[config.mk]
export PLATFORM = sky130hd
export DESIGN_NAME = sst_sincos
export DESIGN_NICKNAME = d
export VERILOG_FILES = /design/src/rtl/core/sst_pkg.sv /design/src/rtl/core/sst_sincos.sv
export SDC_FILE = /design/constraint.sdc
export NUM_CORES = 2
export LEC_CHECK = 0
export ABC_AREA = 1
export BUFFER_PORTS_ARGS = -buffer_cell sky130_fd_sc_hd__buf_2
export CAP_MARGIN = 20
export CORE_AREA = 2 2 440 442
export DETAILED_ROUTE_END_ITERATION = 7
export DIE_AREA = 0 0 442 444
export SKIP_CTS_REPAIR_TIMING = 1
export SLEW_MARGIN = 20
export SYNTH_ARGS = -nofsm -noshare
export SYNTH_HDL_FRONTEND = slang
export SYNTH_SLANG_ARGS = --single-unit
[constraint.sdc]
create_clock -name clk -period 3.7 [get_ports clk]
set_input_delay 0.185 -clock clk [delete_from_list [all_inputs] [get_ports clk]]
set_output_delay 0.185 -clock clk [all_outputs]
set_load 0.01 [all_outputs]
[src/rtl/core/sst_pkg.sv]
`default_nettype none
package sst_pkg;

	localparam int FRAC_BITS = 16;
	localparam int ONE       = 1 << FRAC_BITS;
	localparam int ITERS     = FRAC_BITS;
	localparam int CW        = FRAC_BITS + 4;
	localparam int QSH       = 31 - FRAC_BITS;

	localparam int KINV_Q31 = 1304065748;
	localparam int KINV_F   = (KINV_Q31 + (1 << (QSH - 1))) >> QSH;

	// arctan(2^-i) in Q31 semicircles
	localparam int ATAN_Q31 [0:29] = '{
		536870912, 316933406, 167458907, 85004756, 42667331, 21354465,
		10679838, 5340245, 2670163, 1335087, 667544, 333772, 166886, 83443,
		41722, 20861, 10430, 5215, 2608, 1304, 652, 326, 163, 81, 41, 20,
		10, 5, 3, 1
	};

	// 23.44 deg and -0.833 deg in semicircles
	localparam int C_DECL = (2344 * ONE + 9000) / 18000;
	localparam int H_ANG  = -((833 * ONE + 90000) / 180000);

	typedef logic signed [CW-1:0] cw_t;

	typedef enum logic [1:0] {
		REG_LAT  = 2'd0,
		REG_LON  = 2'd1,
		REG_ZONE = 2'd2
	} reg_idx_t;

	function automatic cw_t atan_f(input int i);
		int t;
		t = ATAN_Q31[i] + (1 << (QSH - 1));
		return cw_t'(t >>> QSH);
	endfunction

	// drop FRAC_BITS, nearest with ties away from zero
	function automatic logic signed [31:0] rnd_q(input logic signed [47:0] p);
		logic [47:0] m;
		m = p[47] ? 48'(-p) : 48'(p);
		m = (m + 48'(ONE / 2)) >> FRAC_BITS;
		return p[47] ? -32'(m) : 32'(m);
	endfunction

endpackage
`default_nettype wire

[src/rtl/core/sst_sincos.sv]
`default_nettype none
module sst_sincos
	import sst_pkg::*;
(
	input  logic                   clk,
	input  logic                   ce,
	input  logic signed [FRAC_BITS:0] ang,
	output cw_t                    sn,
	output cw_t                    cs
);

	typedef logic signed [FRAC_BITS+1:0] rw_t;

	rw_t r;
	logic fl;
	cw_t x_s [0:ITERS];
	cw_t y_s [0:ITERS];
	cw_t z_s [0:ITERS];
	logic flip_s [0:ITERS];

	// fold into the right half-plane, flip the cosine afterwards
	always_comb begin
		r  = rw_t'(ang);
		fl = 1'b0;
		if (r > rw_t'(ONE / 2)) begin
			r  = rw_t'(ONE) - r;
			fl = 1'b1;
		end else if (r < -rw_t'(ONE / 2)) begin
			r  = -rw_t'(ONE) - r;
			fl = 1'b1;
		end
	end

	always_ff @(posedge clk) begin
		if (ce) begin
			x_s[0]    <= cw_t'(KINV_F);
			y_s[0]    <= '0;
			z_s[0]    <= cw_t'(r);
			flip_s[0] <= fl;
			for (int i = 0; i < ITERS; i++) begin
				if (!z_s[i][CW-1]) begin
					x_s[i+1] <= x_s[i] - (y_s[i] >>> i);
					y_s[i+1] <= y_s[i] + (x_s[i] >>> i);
					z_s[i+1] <= z_s[i] - atan_f(i);
				end else begin
					x_s[i+1] <= x_s[i] + (y_s[i] >>> i);
					y_s[i+1] <= y_s[i] - (x_s[i] >>> i);
					z_s[i+1] <= z_s[i] + atan_f(i);
				end
				flip_s[i+1] <= flip_s[i];
			end
		end
	end

	assign sn = y_s[ITERS];
	assign cs = flip_s[ITERS] ? -x_s[ITERS] : x_s[ITERS];

endmodule
`default_nettype wire

### Word-level counts from Yosys, hierarchy flattened

Memories as Yosys holds them, arrays and structs flattened.
Cells that the tools add are included.

* add/sub/neg operators: 98
* magnitude comparators: 2
* muxes and demuxes: 151
* bitwise gates (word level): 48

Operators by type and width (count)
* 20-bit 2-to-1 mux: 49
* 1-bit 2-to-1 mux: 100
* 1-bit OR: 48
* 20-bit by 10-bit adder with 20-bit output: 2
* 20-bit by 11-bit adder with 20-bit output: 2
* 20-bit by 12-bit adder with 20-bit output: 2
* 20-bit by 13-bit adder with 20-bit output: 2
* 20-bit by 14-bit adder with 20-bit output: 2
* 20-bit by 15-bit adder with 20-bit output: 2
* 20-bit by 16-bit adder with 20-bit output: 2
* 20-bit by 17-bit adder with 20-bit output: 2
* 20-bit by 18-bit adder with 20-bit output: 2
* 20-bit by 19-bit adder with 20-bit output: 2
* 20-bit by 2-bit adder with 20-bit output (second input constant): 2
* 20-bit by 5-bit adder with 20-bit output: 2
* 20-bit by 6-bit adder with 20-bit output: 2
* 20-bit by 7-bit adder with 20-bit output: 2
* 20-bit by 8-bit adder with 20-bit output: 2
* 20-bit by 9-bit adder with 20-bit output: 2
* 20-bit by 10-bit subtractor with 20-bit output: 2
* 20-bit by 11-bit subtractor with 20-bit output: 2
* 20-bit by 12-bit subtractor with 20-bit output: 2
* 20-bit by 13-bit subtractor with 20-bit output: 2
* 20-bit by 14-bit subtractor with 20-bit output: 2
* other kinds (47): 60

* register bits after elaboration: 0
* bits in writable memories: 1037
* bits of input ports: 19
* output and inout port bits: 40
* memories kept: 4

Memory list
* x_s: depth 17, width 20, rd ports 17, clocked after Yosys merged registers in 0, write ports 17, RTL line sst_sincos.sv:16 `cw_t x_s [0:ITERS];`
* y_s: depth 17, width 20, rd ports 17, clocked after Yosys merged registers in 0, write ports 17, RTL line sst_sincos.sv:17 `cw_t y_s [0:ITERS];`
* z_s: depth 17, width 20, rd ports 16, clocked after Yosys merged registers in 0, write ports 17, RTL line sst_sincos.sv:18 `cw_t z_s [0:ITERS];`
* flip_s: depth 17, width 1, rd ports 17, clocked after Yosys merged registers in 0, write ports 17, RTL line sst_sincos.sv:19 `logic flip_s [0:ITERS];`

### Depth between registers and ports, before layout

* word-level depth: 4
* depth in mapped cells: 22

### Worst setup path before layout

OpenSTA, ideal clock, no wires.

* path type: register to register
* from: memory z_s[10][19] (netlist bit)
* to: memory y_s[11][13] (netlist bit) (data pin)
* library setup time: 0.252 ns
* data arrival time: 2.946 ns
* data required time: 3.448 ns
* path slack: 0.502 ns
* cell stages (with the launch flop): 15
* buffers on the path: 2
* clock period less this slack: 3.198 ns
* cell sequence: edfxtp_1 -> nand2_1 -> buf_2 -> buf_1 -> nand2_1 -> xor2_1 -> ha_1 -> a21oi_1 -> o21ai_2 -> a21boi_0 -> o21ai_0 -> a21oi_1 -> inv_1 -> nand2_1 -> nand2_1

RTL lines (RTL line)
* start, declared: sst_sincos.sv:18
* end, declared: sst_sincos.sv:17

==> metrics.md <==
| Metric | Value |
|---|---|
| CP Cell Sequence | nor3_1 > nand2_1 > nor2_1 > inv_1 > ha_1 > inv_1 > o21ai_1 > inv_1 > ha_1 > nand2_1 > nor2_1 > inv_1 > o21ai_0 > a21oi_1 > xnor2_1 |
| DIE WIDTH | between 400 and 500 um |
| CP Capture Type | flop |
| Detailed placement HPWL | ~180000 um |
| Register area share after synthesis | 35.0% |
| Drt pass-1 iters | 6 |
| Via density | 5.37 |
| Setup TNS | 0 ns |
| Crit path kind | flop to flop |
| Vias in the first global route | 64323 |
| Wire per inst | 17.5 um |
| Flop and latch count out of synthesis | 912 |
| First-pass GRT wire length | 348000 um |
| Worst min-delay path category | input pin to flop |
| Worst Path Buf+Inv | 4 |
| CP max stage delay | slightly above 0.5 ns |
| Critical path data required time | 4.20 ns |
| Clock slew at reported path FFs | 0.06 ns |
| IO Pins | 59 |
| Fill cell count | 18912 |
| Clk_skew | between 0.04 and 0.05 ns |
| Placer Congestion | 0.953 |
| IO buf count | 58 |
| Worst-path fanout max | 5 |
| RSZ-0062 raised after global routing | true |
| Largest net degree at the start of global routing | 150 |
| Post-DRT Antenna Nets | 0 |
| Worst Tran Pin Value | just under 1 ns |
| Initial Util | 40.8% |
| FFs w/ async S/R, synth | 0% |
| Cell Area, Synth | 78200 um2 |
| Rel. slew slack | 34.1% |
| Worst R2R Start | y_s[14][15] |
| Final Cycle Share | 94.9% |
| Most common cell after layout, fill and taps aside | nand2_1 |
| GRT Overall Usage | approximately 22% |
| Most frequent CP cell | inv_1 |
| Layout area overhead | 10.2% |
| Total CTS buffers | about 110 |
| Non-Filler Instances | 12563 |
| Synthesized instance count | 9729 |
| Clock buffer depth | 3 |
| Slew Limit Fails | 0 |
| MaxCap Viol Count | 0 |
| Clock latency on the worst-skew pair | 0.76 ns |
| Primary FF master, synth | edfxtp_1 |
| Clock Tree Root | clkbuf_16 |
| Routed WL | 219000 um |
| Final hold viol count | 0 |
| FF+latch area | 27400 um2 |
| CORE AREA | approximately 190000 um2 |
| Die height | 444 um |
| Placed cell count | 12333 |
| Worst hold start | ang[0] |
| FP Rows | 161 |
| Die area | just under 200000 um2 |
| Crit path DAT | 4.01 ns |
| Most frequent cells in the layout | nand2_1, inv_1, nor2_1 |
| Crit-path slowest cell | edfxtp_1 |
| Nature of the critical path startpoint | flop |
| Critical Path Start | y_s[14][15] |
| Initial antenna violation count | 4 |
| Distinct cells, synth | 51 |
| Final WS setup | 0.189 ns |
| Yosys warns | 0 |
| Status | finished clean |
| Max Clk Rate | 0.285 GHz |
| Number of synthesized flops with an enable pin | 912 |
| Nets@finish | around 11000 |
| Layout cells sized above 1 | 3.79% |
| Via count | just under 70000 |
| Synth Area per Inst | 8.04 um2 |
| CTS tree | done |
| Gr ovfl total | 0 |
| Clock Sinks | 912 |
| 1st-iter DRT viols | between 5000 and 6000 |
| CTS H-tree depth | 3 |
| Post-layout min period | 3.51 ns |
| Area of the multi-input gates | approximately 47000 um2 |
| Pre-CTS WS | between 0.15 and 0.2 ns |
| Worst path top cell family by delay | simple AND/OR/NAND/NOR gates |
| Setup-failing EPs final | 0 |
| DRC | 0 |
[cell type report]
| cell class | instances | area share [%] |
|---|---|---|
| Multi-Input combinational cell | 7741 | 54.3 |
| Sequential cell | 912 | 31.8 |
| Inverter | 1006 | 4.39 |
| Tap cell | 2526 | 3.67 |
| Clock buffer | 117 | 3.23 |
| Timing Repair Buffer | 172 | 1.47 |
| Clock inverter | 85 | 1.13 |
| Antenna cell | 4 | 0.0116 |
[per-stage QoR]
step | utilization (%) | instance area [um2] | hold slack, ns
floorplan | - | 78200 | 0.284
global placement | 42.8 | 82100 | 0.394
detailed placement | 42.8 | 82100 | 0.395
CTS | 44.8 | 85800 | -0.453
global route | 45.0 | 86200 | 0.143
finish | 45.0 | 86200 | 0.176
[registers in the layout (all words and copies together), names as in the netlist]
| name | flops |
|---|---|
| flip_s | 17 |
| x_s | 296 |
| y_s | 300 |
| z_s | 299 |
[routing by layer]
layer	share of wire (%)	track usage [%]
met4	2.3	5.60
met1	47	30.5
met3	5.4	2.61
met2	45	35.7
met5	0.0059	0
[worst reg2reg max path: cells and delay by family (launching register included)]
family	cells	cell delay, ns
simple gates	5	0.88
xor+xnor	1	0.16
compound gates	3	0.75
fa+ha+maj	2	0.66
flops	1	0.51
buf+inv	4	0.28
[cells in the mapped netlist, types with 4 or more instances]
cell	number	share of area [%]
a21boi_0	37	0.36
a21o_1	121	1.2
a21oi_1	883	5.7
a31oi_1	87	0.70
buf_2	20	0.13
buf_6	4	0.058
clkbuf_1	42	0.20
edfxtp_1	912	35
fa_1	44	1.1
ha_1	856	14
inv_1	996	4.8
inv_2	8	0.038
nand2_1	2079	10
nand2_2	9	0.072
nand3_1	616	3.9
nand3b_1	12	0.12
nand4_1	123	0.98
nor2_1	983	4.7
nor3_1	163	1.0
nor4_1	50	0.40
o211ai_1	8	0.077
o21a_1	15	0.14
o21ai_0	578	3.7
o21ai_1	4	0.026
o21ai_2	9	0.10
o21bai_1	48	0.46
o31ai_1	23	0.22
or2_2	9	0.072
xnor2_1	283	3.2
xor2_1	674	7.5
[worst paths after layout]
path / end / slack, ns / cells past startpoint
worst max-delay path: x_s[15][13] / 0.19 / 15
worst max register to register: x_s[15][13] / 0.19 / 15
worst min-delay path: z_s[0][0] / 0.18 / 2
worst min register to register: flip_s[1][5] / 0.41 / 0
[cells by family after synthesis]
group	Yosys count	share of synthesized area, %
and+or+nand+nor	4056	21.4
buffers and inverters	1078	5.25
DFF	912	35.0
xor gates and xnor gates	960	10.8
adders and majority gates	900	14.8
other	2	0.00960
AOI/OAI and AO/OA	1821	12.7
Power is left out: the tool's default activity adds up to more than one toggle a clock period on the data nets, which glitch-free logic cannot reach.
